`src/rtl/lcdns_pkg.sv`:
```
`timescale 1ns / 1ps
package lcdns_pkg;

    localparam int MAX_SHIFT = 16;
    localparam int CNT_W     = $clog2(MAX_SHIFT + 1);
    localparam int PC_W      = 4;

    typedef enum logic [1:0] {
        OP_INIT   = 2'd0,
        OP_WRITE  = 2'd1,
        OP_CURSOR = 2'd2,
        OP_SHIFT  = 2'd3
    } t_op;

    typedef enum logic [1:0] {
        NS_CONST = 2'd0,
        NS_HIGH  = 2'd1,
        NS_LOW   = 2'd2
    } t_nib_sel;

    typedef enum logic [1:0] {
        SQ_NEXT = 2'd0,
        SQ_END  = 2'd1,
        SQ_LOOP = 2'd2
    } t_seq;

    typedef struct packed {
        t_nib_sel    nib_sel;
        logic [3:0]  nib;
        logic [5:0]  wait_ms;
        logic        use_rs;
        t_seq        seq;
    } t_uword;

    typedef struct packed {
        logic   emit;
        logic   last;
        t_uword uw;
    } t_step;

    localparam logic [PC_W-1:0] PC_INIT = 4'd0;
    localparam logic [PC_W-1:0] PC_BYTE = 4'd14;

    localparam logic [7:0] ROW0_BASE   = 8'h80;
    localparam logic [7:0] ROW1_BASE   = 8'hC0;
    localparam logic [7:0] SHIFT_RIGHT = 8'h14;
    localparam logic [7:0] SHIFT_LEFT  = 8'h10;

    function automatic t_uword uw_const(input logic [3:0] nib, input logic [5:0] wait_ms,
                                        input t_seq seq);
        t_uword w;
        w.nib_sel = NS_CONST;
        w.nib     = nib;
        w.wait_ms = wait_ms;
        w.use_rs  = 1'b0;
        w.seq     = seq;
        return w;
    endfunction

    function automatic t_uword uw_byte(input t_nib_sel sel, input t_seq seq);
        t_uword w;
        w.nib_sel = sel;
        w.nib     = 4'd0;
        w.wait_ms = 6'd0;
        w.use_rs  = 1'b1;
        w.seq     = seq;
        return w;
    endfunction

    // Microprogram: power-up run at 0..13, byte transfer loop at 14..15.
    function automatic t_uword ucode(input logic [PC_W-1:0] pc);
        t_uword w;
        case (pc)
            4'd0:    w = uw_const(4'h3, 6'd50, SQ_NEXT);
            4'd1:    w = uw_const(4'h3, 6'd10, SQ_NEXT);
            4'd2:    w = uw_const(4'h3, 6'd10, SQ_NEXT);
            4'd3:    w = uw_const(4'h2, 6'd12, SQ_NEXT);
            4'd4:    w = uw_const(4'h2, 6'd0,  SQ_NEXT);
            4'd5:    w = uw_const(4'h8, 6'd0,  SQ_NEXT);
            4'd6:    w = uw_const(4'h0, 6'd0,  SQ_NEXT);
            4'd7:    w = uw_const(4'h8, 6'd0,  SQ_NEXT);
            4'd8:    w = uw_const(4'h0, 6'd0,  SQ_NEXT);
            4'd9:    w = uw_const(4'h1, 6'd0,  SQ_NEXT);
            4'd10:   w = uw_const(4'h0, 6'd0,  SQ_NEXT);
            4'd11:   w = uw_const(4'h6, 6'd0,  SQ_NEXT);
            4'd12:   w = uw_const(4'h0, 6'd0,  SQ_NEXT);
            4'd13:   w = uw_const(4'hF, 6'd0,  SQ_END);
            4'd14:   w = uw_byte(NS_HIGH, SQ_NEXT);
            4'd15:   w = uw_byte(NS_LOW,  SQ_LOOP);
            default: w = uw_const(4'h0, 6'd0, SQ_END);
        endcase
        return w;
    endfunction

endpackage

```
`src/rtl/lcdns_sequencer.sv`:
```
`timescale 1ns / 1ps
module lcdns_sequencer import lcdns_pkg::*; (
    input  logic              i_clk,
    input  logic              i_rst_n,
    input  logic              i_in_valid,
    input  logic [1:0]        i_op,
    input  logic signed [5:0] i_shift_steps,
    input  logic              i_slot_free,
    output logic              o_busy,
    output t_step             o_step
);

    localparam logic signed [6:0] SAT_HI = 7'(MAX_SHIFT);
    localparam logic signed [6:0] SAT_LO = -7'(MAX_SHIFT);

    logic            r_busy, n_busy;
    logic [PC_W-1:0] r_pc, n_pc;
    logic [CNT_W-1:0] r_count, n_count;

    logic              accept;
    logic              start;
    logic signed [6:0] steps;
    logic [CNT_W-1:0]  mag;
    t_uword            uw;
    logic              emit;
    logic              cnt_one;

    assign accept = i_in_valid && !r_busy;

    // clamp to +/-MAX_SHIFT, then take magnitude
    always_comb begin
        steps = 7'(i_shift_steps);
        if (steps > SAT_HI) begin
            mag = CNT_W'(MAX_SHIFT);
        end else if (steps < SAT_LO) begin
            mag = CNT_W'(MAX_SHIFT);
        end else if (steps < 0) begin
            mag = CNT_W'(-steps);
        end else begin
            mag = CNT_W'(steps);
        end
    end

    // a zero shift produces no beats at all
    assign start   = accept && !(t_op'(i_op) == OP_SHIFT && mag == '0);
    assign uw      = ucode(r_pc);
    assign emit    = r_busy && i_slot_free;
    assign cnt_one = (r_count == CNT_W'(1));

    always_comb begin
        n_busy  = r_busy;
        n_pc    = r_pc;
        n_count = r_count;
        if (start) begin
            n_busy  = 1'b1;
            n_pc    = (t_op'(i_op) == OP_INIT) ? PC_INIT : PC_BYTE;
            n_count = (t_op'(i_op) == OP_SHIFT) ? mag : CNT_W'(1);
        end else if (emit) begin
            case (uw.seq)
                SQ_NEXT: n_pc = r_pc + PC_W'(1);
                SQ_END:  n_busy = 1'b0;
                SQ_LOOP: begin
                    if (cnt_one) begin
                        n_busy = 1'b0;
                    end else begin
                        n_count = r_count - CNT_W'(1);
                        n_pc    = PC_BYTE;
                    end
                end
                default: n_busy = 1'b0;
            endcase
        end
    end

    always_ff @(posedge i_clk) begin
        if (!i_rst_n) begin
            r_busy  <= 1'b0;
            r_pc    <= PC_INIT;
            r_count <= '0;
        end else begin
            r_busy  <= n_busy;
            r_pc    <= n_pc;
            r_count <= n_count;
        end
    end

    assign o_busy      = r_busy;
    assign o_step.emit = emit;
    assign o_step.last = (uw.seq == SQ_END) || (uw.seq == SQ_LOOP && cnt_one);
    assign o_step.uw   = uw;

endmodule

```
`src/rtl/lcdns_datapath.sv`:
```
`timescale 1ns / 1ps
module lcdns_datapath import lcdns_pkg::*; (
    input  logic              i_clk,
    input  logic              i_rst_n,
    input  logic              i_load,
    input  logic [1:0]        i_op,
    input  logic              i_register_select,
    input  logic [7:0]        i_byte_value,
    input  logic [3:0]        i_column,
    input  logic              i_row,
    input  logic signed [5:0] i_shift_steps,
    input  t_step             i_step,
    input  logic              i_out_stall,
    output logic              o_slot_free,
    output logic              o_out_valid,
    output logic              o_rs_level,
    output logic [3:0]        o_nibble,
    output logic [5:0]        o_wait_before_ms,
    output logic              o_last
);

    logic [7:0] r_byte, n_byte;
    logic       r_rs, n_rs;
    logic       r_out_valid;
    logic       r_rs_level;
    logic [3:0] r_nibble, n_nibble;
    logic [5:0] r_wait;
    logic       r_last;

    always_comb begin
        n_byte = 8'h00;
        n_rs   = 1'b0;
        case (t_op'(i_op))
            OP_WRITE: begin
                n_byte = i_byte_value;
                n_rs   = i_register_select;
            end
            OP_CURSOR: n_byte = (i_row ? ROW1_BASE : ROW0_BASE) | {4'h0, i_column};
            OP_SHIFT:  n_byte = i_shift_steps[5] ? SHIFT_LEFT : SHIFT_RIGHT;
            default:   n_byte = 8'h00;
        endcase
    end

    always_comb begin
        case (i_step.uw.nib_sel)
            NS_CONST: n_nibble = i_step.uw.nib;
            NS_HIGH:  n_nibble = r_byte[7:4];
            NS_LOW:   n_nibble = r_byte[3:0];
            default:  n_nibble = 4'h0;
        endcase
    end

    always_ff @(posedge i_clk) begin
        if (i_load) begin
            r_byte <= n_byte;
            r_rs   <= n_rs;
        end
        if (i_step.emit) begin
            r_rs_level <= i_step.uw.use_rs & r_rs;
            r_nibble   <= n_nibble;
            r_wait     <= i_step.uw.wait_ms;
            r_last     <= i_step.last;
        end
    end

    always_ff @(posedge i_clk) begin
        if (!i_rst_n) begin
            r_out_valid <= 1'b0;
        end else if (i_step.emit) begin
            r_out_valid <= 1'b1;
        end else if (!i_out_stall) begin
            r_out_valid <= 1'b0;
        end
    end

    assign o_slot_free      = !r_out_valid || !i_out_stall;
    assign o_out_valid      = r_out_valid;
    assign o_rs_level       = r_rs_level;
    assign o_nibble         = r_nibble;
    assign o_wait_before_ms = r_wait;
    assign o_last           = r_last;

endmodule

```
`src/rtl/char_lcd_nibble_sequencer_unit.sv`:
```
`timescale 1ns / 1ps
// Path: the sequencer registers an accepted command, then the output register holds
// each nibble beat. Throughput: one nibble beat per cycle from the microprogram step
// counter while the output is not stalled; a command holds the input stalled until
// its last nibble has been emitted (a shift emits up to 16 steps).
// Reset (synchronous, active low) idles the sequencer and empties the output register.
module char_lcd_nibble_sequencer_unit import lcdns_pkg::*; (
    input  logic              i_clk,
    input  logic              i_rst_n,
    input  logic              i_cfg_we,
    input  logic [3:0]        i_cfg_data,
    input  logic              i_in_valid,
    output logic              o_in_stall,
    input  logic [1:0]        i_op,
    input  logic              i_register_select,
    input  logic [7:0]        i_byte_value,
    input  logic [3:0]        i_column,
    input  logic              i_row,
    input  logic signed [5:0] i_shift_steps,
    output logic              o_out_valid,
    input  logic              i_out_stall,
    output logic              o_rs_level,
    output logic [3:0]        o_nibble,
    output logic [5:0]        o_wait_before_ms,
    output logic              o_last
);

    // phase delay only sets strobe timing in the bus driver downstream;
    // it changes no field of a nibble beat, so nothing here holds it.

    logic  busy;
    logic  slot_free;
    t_step step;

    lcdns_sequencer u_seq (
        .i_clk         (i_clk),
        .i_rst_n       (i_rst_n),
        .i_in_valid    (i_in_valid),
        .i_op          (i_op),
        .i_shift_steps (i_shift_steps),
        .i_slot_free   (slot_free),
        .o_busy        (busy),
        .o_step        (step)
    );

    lcdns_datapath u_dp (
        .i_clk             (i_clk),
        .i_rst_n           (i_rst_n),
        .i_load            (i_in_valid && !busy),
        .i_op              (i_op),
        .i_register_select (i_register_select),
        .i_byte_value      (i_byte_value),
        .i_column          (i_column),
        .i_row             (i_row),
        .i_shift_steps     (i_shift_steps),
        .i_step            (step),
        .i_out_stall       (i_out_stall),
        .o_slot_free       (slot_free),
        .o_out_valid       (o_out_valid),
        .o_rs_level        (o_rs_level),
        .o_nibble          (o_nibble),
        .o_wait_before_ms  (o_wait_before_ms),
        .o_last            (o_last)
    );

    assign o_in_stall = busy;

endmodule

```
`config.mk`:
```
export PLATFORM = sky130hd
export DESIGN_NAME = char_lcd_nibble_sequencer_unit
export DESIGN_NICKNAME = d
export VERILOG_FILES = /design/src/rtl/lcdns_pkg.sv /design/src/rtl/lcdns_sequencer.sv /design/src/rtl/lcdns_datapath.sv /design/src/rtl/char_lcd_nibble_sequencer_unit.sv
export SDC_FILE = /design/constraint.sdc
export NUM_CORES = 1
export LEC_CHECK = 0
export BUFFER_PORTS_ARGS = -buffer_cell sky130_fd_sc_hd__buf_4
export CAP_MARGIN = 0
export CORE_UTILIZATION = 49
export DETAILED_ROUTE_END_ITERATION = 8
export PLACE_DENSITY = 0.76
export SKIP_CTS_REPAIR_TIMING = 1
export SYNTH_ARGS = -nofsm -noshare
export SYNTH_HDL_FRONTEND = slang
export SYNTH_SLANG_ARGS = --single-unit
```
`constraint.sdc`:
```
create_clock -name i_clk -period 2.12 [get_ports i_clk]
set_input_delay 0.318 -clock i_clk [delete_from_list [all_inputs] [get_ports i_clk]]
set_output_delay 0.318 -clock i_clk [all_outputs]
set_load 0.03 [all_outputs]
```
Yosys cells after proc, flatten, opt, wreduce, memory -nomap -nowiden
Memories as Yosys holds them, arrays and structs flattened. A register that Yosys moved wholly into a read port is not among the register bits.
Cells that the tools add are included.
Storage, ports and cells
  bits in registers: 32
  memories kept: 1
  input bits: 31
  bits in read-only memories: 224
Cells by class
  bitwise operators: 2
  add/subtract/negate cells: 3
  reduce and logical (&&, ||, !) cells: 21
  $lt $le $gt $ge: 3
  muxes and demuxes: 25
  equal/unequal tests: 13
Memories
  (no name shown): depth 16, bits a word 14, read ports 1, clocked after memory_dff 1, write ports 0, RTL line lcdns_pkg.sv:73  | case (pc)
Operators by type and width (count)
  two-way mux 5 bit: 8
  two-way mux 4 bit: 6
  one-hot mux 8 bit (3 select lines): 1
  one-hot mux 4 bit (3 select lines): 1
  AND reduction 3 bit: 3
  equality test 2 bit, second input constant: 4
  bitwise OR 8 x 4 -> 8 bit: 1
  one-hot mux 4 bit (2 select lines): 1
  two-way mux 7 bit: 1
  equality test 2 x 1 -> 1 bit, second input constant: 3
  > comparator 6 bit, second input constant: 1
  logical NOT 2 bit: 3
  < comparator 6 x 1 -> 1 bit, second input constant: 1
  < comparator 6 x 5 -> 1 bit, second input constant: 1
  inequality test 2 x 1 -> 1 bit, second input constant: 3
  equality test 5 x 1 -> 1 bit, second input constant: 1
  logical AND 1 bit: 5
  logical NOT 5 bit: 1
  two-way mux 1 bit: 5
  negator 5 bit: 1
  subtractor 5 x 1 -> 5 bit, second input constant: 1
  adder 4 x 1 -> 4 bit, second input constant: 1
  logical NOT 1 bit: 4
  nonzero test 2 bit: 2
  7 further kinds: 8

Logic depth before layout (Yosys ltp)
Gate-level depths: netlist of the first run.
  depth after elaboration: 12
  gate-level depth with buffers: 10

Modules after synthesis
A second synthesis of the first run with hierarchy kept.
Second synthesis, totals
  cells, all modules: 206
  area, all modules: 2240.9 um^2
Modules (own cells, without submodules)
  lcdns_sequencer: sequential area each 440.4 um^2, cells each 151, area each 1343.8 um^2, times used 1
  lcdns_datapath: sequential area each 650.6 um^2, cells each 54, area each 883.3 um^2, times used 1
  char_lcd_nibble_sequencer_unit: sequential area each 0.0 um^2, cells each 1, area each 13.8 um^2, times used 1

Worst setup path before layout of the first run
Ideal clock, no wire load.
  kind: register to register
  from: register u_seq.r_busy, in the netlist u_seq.o_busy
  to: register u_seq.uw[10] (netlist name)
  slack: -0.230 ns
  buffers on the path: 0
  period minus slack after synthesis: 2.350 ns
  stages on the path, launching flop included: 9
  arrival: 2.220 ns
  cells stage by stage: dfxtp_1 > a21bo_2 > inv_1 > nand2_1 > o311ai_0 > nand2_2 > inv_2 > a211o_1 > a22oi_2
RTL lines
  from (decl): RTL line lcdns_sequencer.sv:16  | logic r_busy, n_busy;
  from (signal assigned): RTL line lcdns_sequencer.sv:81  | r_busy <= n_busy;

Final worst setup path of the first run
  from: input i_shift_steps[0]
  to: register u_seq.uw[10] (netlist name)
On the way
  cells in the longest elaborated chain, start to end: 12
  elaborated cells on any way between the ends: 18
RTL lines
  from (decl): RTL line char_lcd_nibble_sequencer_unit.sv:19  | input logic signed [5:0] i_shift_steps,
  negator 5 bit or < comparator 6 x 1 -> 1 bit (tied branches): RTL line lcdns_sequencer.sv:38, lcdns_sequencer.sv:37
  two-way mux 5 bit: RTL line lcdns_sequencer.sv:37  | end else if (steps < 0) begin
  two-way mux 5 bit: RTL line lcdns_sequencer.sv:35  | end else if (steps < SAT_LO) begin
  two-way mux 5 bit *: RTL line lcdns_sequencer.sv:33  | if (steps > SAT_HI) begin
  logical NOT 5 bit *: RTL line lcdns_sequencer.sv:45  | assign start = accept && !(t_op'(i_op) == OP_SHIFT && mag == '0);
  logical AND 1 bit *: RTL line lcdns_sequencer.sv:45
  logical NOT 1 bit *: RTL line lcdns_sequencer.sv:45
  logical AND 1 bit *: RTL line lcdns_sequencer.sv:45
  inequality test 3 x 2 -> 1 bit (no source line), or another cell as far along
  AND reduction 3 bit (no source line)
  two-way mux 4 bit (no source line) * (2 in series)
Mark *: on every way between the ends. The rest lies on a longest branch, timed or not.
A chain may end at the register's enable or synchronous reset.

==> results.py, run 1 <==
metrics = {
    "outcome": {
        "outcome": "complete, no violations",
    },
    "synthesis": {
        "synth_cells": 208,
        "synth_top_family_by_area": "compound AO/OA/AOI/OAI gates",
        "ys_seq_area_share_pct": 48.16,
        "synth_top_area_share_pct": 26.65,
        "yosys_warnings": 0,
        "synth.avg_cell_area_um2": 10.29,
        "yosys.area_share.simple_pct": 18.64,
        "ys.flop_type": "dfxtp_1",
        "yosysTopAreaCell": "edfxtp_1",
        "synth.area.top_cells": "edfxtp_1 (27%), dfxtp_1 (22%), nand2_1 (3.2%)",
        "synth_compound_area_share_pct": 22.33,
        "synth.area.mux_share_pct": 2.338,
        "synth_nets": 243,
        "synth.ff_latch_count": 42,
        "synth-edff-count": 19,
        "yosysUniqueCellTypes": 57,
        "synthAdderAreaFrac_pct": 2.338,
        "synth-xor-area-share_pct": 2.046,
        "async_reset_ff_share_pct": 0,
        "netlist_area_mm2": 0.002141,
    },
    "timing": {
        "period_needed_ps": 2002,
        "whs_ps": 289.9,
        "rsz0062_at_grt": "yes",
        "max_freq_mhz": 499.5,
        "skew_ps": 3.580,
        "finalSetupViolCount": 0,
        "finalHoldViolCount": 0,
        "fin_crit_sh_pct": 94.44,
        "worst_slack_ps": 117.9,
        "finalMaxSlewViolations": 0,
    },
    "setup_path": {
        "rr_worst_depth": 8,
        "startpoint_type": "input pin",
        "crit_family": "compound AO/OA/AOI/OAI gates",
        "critPathBufInv": 3,
        "endpoint_kind": "flip-flop",
        "worstPathCellList": "buf_4 -> inv_1 -> ha_1 -> nand2b_4 -> o311a_4 -> o311ai_4 -> nand2_4 -> nand2_2 -> inv_2 -> a211o_1 -> a22oi_2",
        "cp_data_required_time_ps": 2350,
        "critPathSlowestCell": "o311ai_4",
        "worstPathMaxFanout": 5,
        "cp.arrival_ps": 2230,
        "reg2reg_to": "u_seq.uw[10]",
        "reg2reg_from": "u_seq.r_count[1]",
        "cpPeakStageDelay_ps": 440,
        "r2r_slack_ps": 170,
        "path_class": "in -> reg",
    },
    "floorplan": {
        "rows": 23,
        "io_pins": 45,
        "die_h_um": 68.10,
        "die-area_mm2": 0.004638,
        "dieWidth_um": 68.10,
        "fp.coreArea_mm2": 0.004086,
        "start_util_pct": 52.39,
    },
    "cts": {
        "clk_pin_slew_ps": 80,
        "cts_root_buffer": "clkbuf_8",
        "numCtsBuffers": 5,
        "clk-insertion-delay-late_ps": 290,
        "cts_tree": "built",
        "cts_max_path_buffers": 2,
        "numClockSinks": 42,
        "htreeDepth": 2,
    },
    "route": {
        "drt_iter0_markers": 86,
        "detail-route-antenna-nets": 0,
        "dr.pass1.iters": 4,
        "vias": 1762,
        "drt_wl_total_mm": 4.527,
        "drc_errors": 0,
        "vias_per_cell": 5.388,
        "wire_per_inst_um": 13.84,
    },
    "min_path": {
        "hold_class": "in -> reg",
        "min-delay-start": "i_byte_value[7]",
        "hold_end": "u_dp.r_byte[7]",
        "min_path_cells": 2,
    },
    "placed_design": {
        "dpl.hpwl_mm": 3.449,
        "gp_congestion": 0.8338,
        "dp_slack_ps": -167.0,
        "port_buffers": 38,
        "dpl_cell_area_mm2": 0.002681,
    },
    "pwr": {
        "swShare_pct": 28.19,
        "clkPwrFrac_pct": 27.2,
        "intPower_uw": 1347,
        "p_sw_uw": 528.7,
        "power_frac_seq_pct": 50.6,
        "share_comb_of_total_power_pct": 22.3,
        "powerDensity_mw_per_mm2": 674.2,
        "p_leak_uw": 0.001157,
        "peakVddDrop_mv": 0.2961,
    },
    "finish": {
        "area_growth_pct": 29.92,
        "layout.nets": 311,
        "diodes": 0,
        "fin_area_mm2": 0.002781,
        "drive_gt1_share_pct": 34.30,
    },
    "global_route": {
        "grt_pass1_vias": 1612,
        "busiest_layer": "met2",
        "grt-ovfl-total": 0,
        "grtUsageMet3_pct": 5.667,
        "grt_max_degree": 18,
        "grt_use_met2_pct": 37.50,
        "grtUsageMet1_pct": 28.32,
        "antenna_found_initial": 0,
        "grt_pass1_wl_mm": 7.562,
        "grt_use_total_pct": 22.71,
    },
    "run": {
        "drv_cap": 0,
    },
}
[cells by family after synthesis]
| kind of cell | after synthesis |
|---|---|
| other | 1 |
| flip-flops | 42 |
| AO/OA/AOI/OAI | 61 |
| adder cells (fa/ha/maj) | 4 |
| multiplexers | 5 |
| XOR/XNOR | 5 |
| AND/OR/NAND/NOR | 72 |
| buffers and inverters | 18 |
[Yosys cell counts (5+ instances only)]
| cell type | count |
|---|---|
| a211oi_1 | 5 |
| a21oi_1 | 8 |
| a22o_1 | 6 |
| a31oi_1 | 6 |
| and2_1 | 8 |
| dfxtp_1 | 23 |
| edfxtp_1 | 19 |
| inv_1 | 8 |
| mux2i_1 | 5 |
| nand2_1 | 18 |
| nor2_1 | 14 |
| nor2b_1 | 5 |
| nor3_1 | 7 |
| o21ai_0 | 10 |
[worst register-to-register path, delay by kind of cell, from the launching register on]
family	cells	cell delay, ps
DFF	1	330
AOI/OAI and AO/OA	4	980
and+or+nand+nor	1	140
adders and majority gates	1	170
buffers and inverters	2	250
[worst max path at each step]
stage | from | end | cells past startpoint
5_1_grt | u_seq.r_count[1] | u_seq.uw[13] | 8
2_1_floorplan | i_shift_steps[0] | u_seq.uw[10] | 10
6_report | i_shift_steps[0] | u_seq.uw[10] | 11
3_5_place_dp | i_shift_steps[0] | u_seq.uw[10] | 11
4_1_cts | u_seq.r_count[1] | u_seq.uw[13] | 8
3_3_place_gp | i_shift_steps[0] | u_seq.uw[10] | 11
[through the flow]
step	std cells	total power, µW	TNS [ps]	utilization [%]
floorplan	208	1207	-63.63	-
global placement	319	1369	-728.8	65.62
detailed placement	319	1380	-1446	65.62
CTS	327	1886	-30.33	67.82
global route	327	1976	-32.11	68.06
finish	327	1875	0	68.06
[power groups by stage]
stage,clock network (µW),registers (µW),logic (µW)
5_1_grt,559,958,459
4_1_cts,521,949,416
3_3_place_gp,0,964,405
2_1_floorplan,0,994,213
6_report,509,949,417
3_5_place_dp,0,967,413
[cell usage in the layout, fill, tap and decap left out, types with 3 or more instances in the layout]
cell,netlist,routed
o21ai_0,10,10
a21oi_1,8,8
and2_1,8,8
a31oi_1,6,6
nand2_1,18,18
o21a_1,4,4
clkbuf_8,0,5
inv_1,8,7
buf_4,2,70
xnor2_1,3,3
nand3_1,4,4
and3_1,3,3
ha_1,4,4
nor2b_1,5,5
a211oi_1,5,3
a211oi_2,1,3
nor3_1,7,7
dfxtp_1,23,23
nor2_1,14,14
a22o_1,6,6
mux2i_1,5,5
edfxtp_1,19,19
[metal layers]
layer,share of wire [%],wire (µm),vias to the layer above
met5,0,0,-
met4,1.6,73,0
met3,3.2,147,7
met2,50,2285,41
met1,45,2021,811
li1,-,-,903
[state kept, by name, indices dropped and copies added, names as in the netlist]
| signal | flops |
|---|---|
| u_seq.r_pc | 4 |
| u_dp.o_out_valid | 1 |
| u_seq.uw | 12 |
| u_dp.r_byte | 8 |
| u_seq.r_count | 5 |
| u_dp.o_wait_before_ms | 4 |
| u_dp.o_last | 1 |
| u_dp.o_rs_level | 1 |
| u_dp.r_rs | 1 |
| u_seq.o_busy | 1 |
| u_dp.o_nibble | 4 |
[final cells by class]
cell class	count	area (µm²)
clock buffers	5	68.82
clock inverters	3	21.27
fillers	330	1305
inverters	9	37.54
multi-input cells	148	1035
flip-flops and latches	42	1031
well taps	50	62.56
repair buffers	70	525.5
(Power assumes the default switching activity.)
==> run 2, diff against run 1 <==
Settings changed: CORE_UTILIZATION 49 to 50, PLACE_DENSITY 0.76 to 0.8.
Clock period 2.12 ns to 2.2 ns, I/O delays scaled along.
==> results.py, run 2 (synthesis gave the netlist of run 1 again) <==
metrics = {
    "floorplan": {
        "die-area_mm2": 0.004547,
        "io_pins": 45,
        "rows": 23,
        "start_util_pct": 52.76,
        "fp.coreArea_mm2": 0.004058,
        "die_h_um": 67.44,
        "dieWidth_um": 67.44,
    },
    "finish": {
        "mostFrequentLayoutCells": "buf_4 (64), dfxtp_1 (23), edfxtp_1 (19)",
        "area_growth_pct": 28.46,
        "largest_reg_flops": 12,
        "layout.nets": 305,
        "drive_gt1_share_pct": 33.58,
        "utilization_pct": 67.78,
        "instances_no_fill": 321,
        "diodes": 0,
        "final_common_cell": "buf_4",
    },
    "placed_design": {
        "gp_congestion": 0.8799,
        "dpl.hpwl_mm": 3.347,
        "dp_cells": 313,
        "dp_slack_ps": -114.2,
        "port_buffers": 38,
    },
    "setup_path": {
        "cp.arrival_ps": 2270,
        "startpoint_type": "input pin",
        "reg2reg_to": "u_seq.uw[0]",
        "path_class": "in -> reg",
        "r2r_slack_ps": 270,
        "endpoint_kind": "flip-flop",
        "rr_worst_depth": 9,
        "reg2reg_from": "u_seq.r_count[1]",
        "cp-endpoint": "u_seq.uw[10]",
        "worstPathMaxFanout": 5,
        "cp_data_required_time_ps": 2430,
        "crit_start": "i_shift_steps[0]",
    },
    "pwr": {
        "power_frac_seq_pct": 50.5,
        "clkPwrFrac_pct": 27.6,
        "p_sw_uw": 511.8,
        "share_comb_of_total_power_pct": 21.9,
        "powerDensity_mw_per_mm2": 658.4,
        "p_leak_uw": 0.001139,
        "peakVddDrop_mv": 0.3042,
        "power.total_uw": 1811,
        "intPower_uw": 1299,
        "swShare_pct": 28.26,
    },
    "cts": {
        "cts_tree": "built",
        "numCtsBuffers": 5,
        "cts_max_path_buffers": 2,
        "clk-insertion-delay-late_ps": 300,
        "cts_root_buffer": "clkbuf_8",
        "htreeDepth": 2,
        "clk_pin_slew_ps": 80,
        "numClockSinks": 42,
    },
    "global_route": {
        "grt-ovfl-total": 0,
        "grt_pass1_wl_mm": 7.210,
        "grt_use_total_pct": 21.57,
        "antenna_found_initial": 0,
        "grt_pass1_vias": 1674,
        "grt_max_degree": 17,
    },
    "timing": {
        "period_needed_ps": 2041,
        "finalSetupViolCount": 0,
        "worst_slack_ps": 159.4,
        "finalMaxSlewViolations": 0,
        "fin_setup_tns_ps": 0,
        "fin_crit_sh_pct": 92.75,
        "skew_ps": 3.953,
        "finalHoldViolCount": 0,
        "max_freq_mhz": 490.1,
        "rsz0062_at_grt": "no",
    },
    "outcome": {
        "outcome": "complete, no violations",
    },
    "route": {
        "dr.pass1.iters": 4,
        "vias": 1750,
        "detail-route-antenna-nets": 0,
        "drt_wl_total_mm": 4.387,
        "wire_per_inst_um": 13.67,
        "drc_errors": 0,
        "drt_iter0_markers": 89,
        "vias_per_cell": 5.452,
    },
    "run": {
        "drv_cap": 0,
    },
    "min_path": {
        "hold_class": "in -> reg",
    },
}
## run 2: critical path, stage by stage
cell	delay, ps
buf_4	110
inv_1	70
ha_1	220
nand2b_4	80
o311a_4	320
o311ai_4	430
nand2_4	120
nand2_2	100
inv_2	40
a211o_1	290
a22oi_2	170
## run 2: worst min path at each step
stage / from / endpoint / slack [ps] / cells past startpoint
6_report: i_byte_value[7] / u_dp.r_byte[7] / 300 / 2
3_5_place_dp: u_seq.uw[6] / u_dp.o_wait_before_ms[3] / 390 / 0
5_1_grt: i_byte_value[7] / u_dp.r_byte[7] / 300 / 2
2_1_floorplan: u_seq.uw[4] / u_dp.o_wait_before_ms[1] / 390 / 0
3_3_place_gp: u_seq.uw[4] / u_dp.o_wait_before_ms[1] / 390 / 0
4_1_cts: i_byte_value[7] / u_dp.r_byte[7] / 300 / 2
## run 2: per-stage QoR
stage          hold WS [ps]  cell area [µm²]
6_report              299.5             2750
5_1_grt               300.3             2750
4_1_cts               296.7             2730
3_5_place_dp          390.6             2636
3_3_place_gp          385.9             2636
2_1_floorplan         385.5             2145
## run 2: routing by layer
layer / vias up / GRT usage, % / part of all wire [%]
li1: 888 / - / -
met1: 805 / 25.34 / 43
met2: 46 / 36.63 / 50
met3: 11 / 4.730 / 3.9
met4: 0 / 11.17 / 2.7
met5: - / 0 / 0
## run 2: cell type report
type / instances / area, µm²
Clock buffer: 5 / 68.82
Clock inverter: 3 / 25.02
Fill cell: 322 / 1308
Inverter: 9 / 37.54
Multi-Input combinational cell: 148 / 1045
Sequential cell: 42 / 1031
Tap cell: 50 / 62.56
Timing Repair Buffer: 64 / 480.5
## run 2: power by group through the flow
stage	clock network [µW]	logic, µW	registers [µW]
floorplan	0	205	958
global route	539	430	924
CTS	515	391	915
detailed placement	0	388	933
finish	499	396	915
global placement	0	381	929
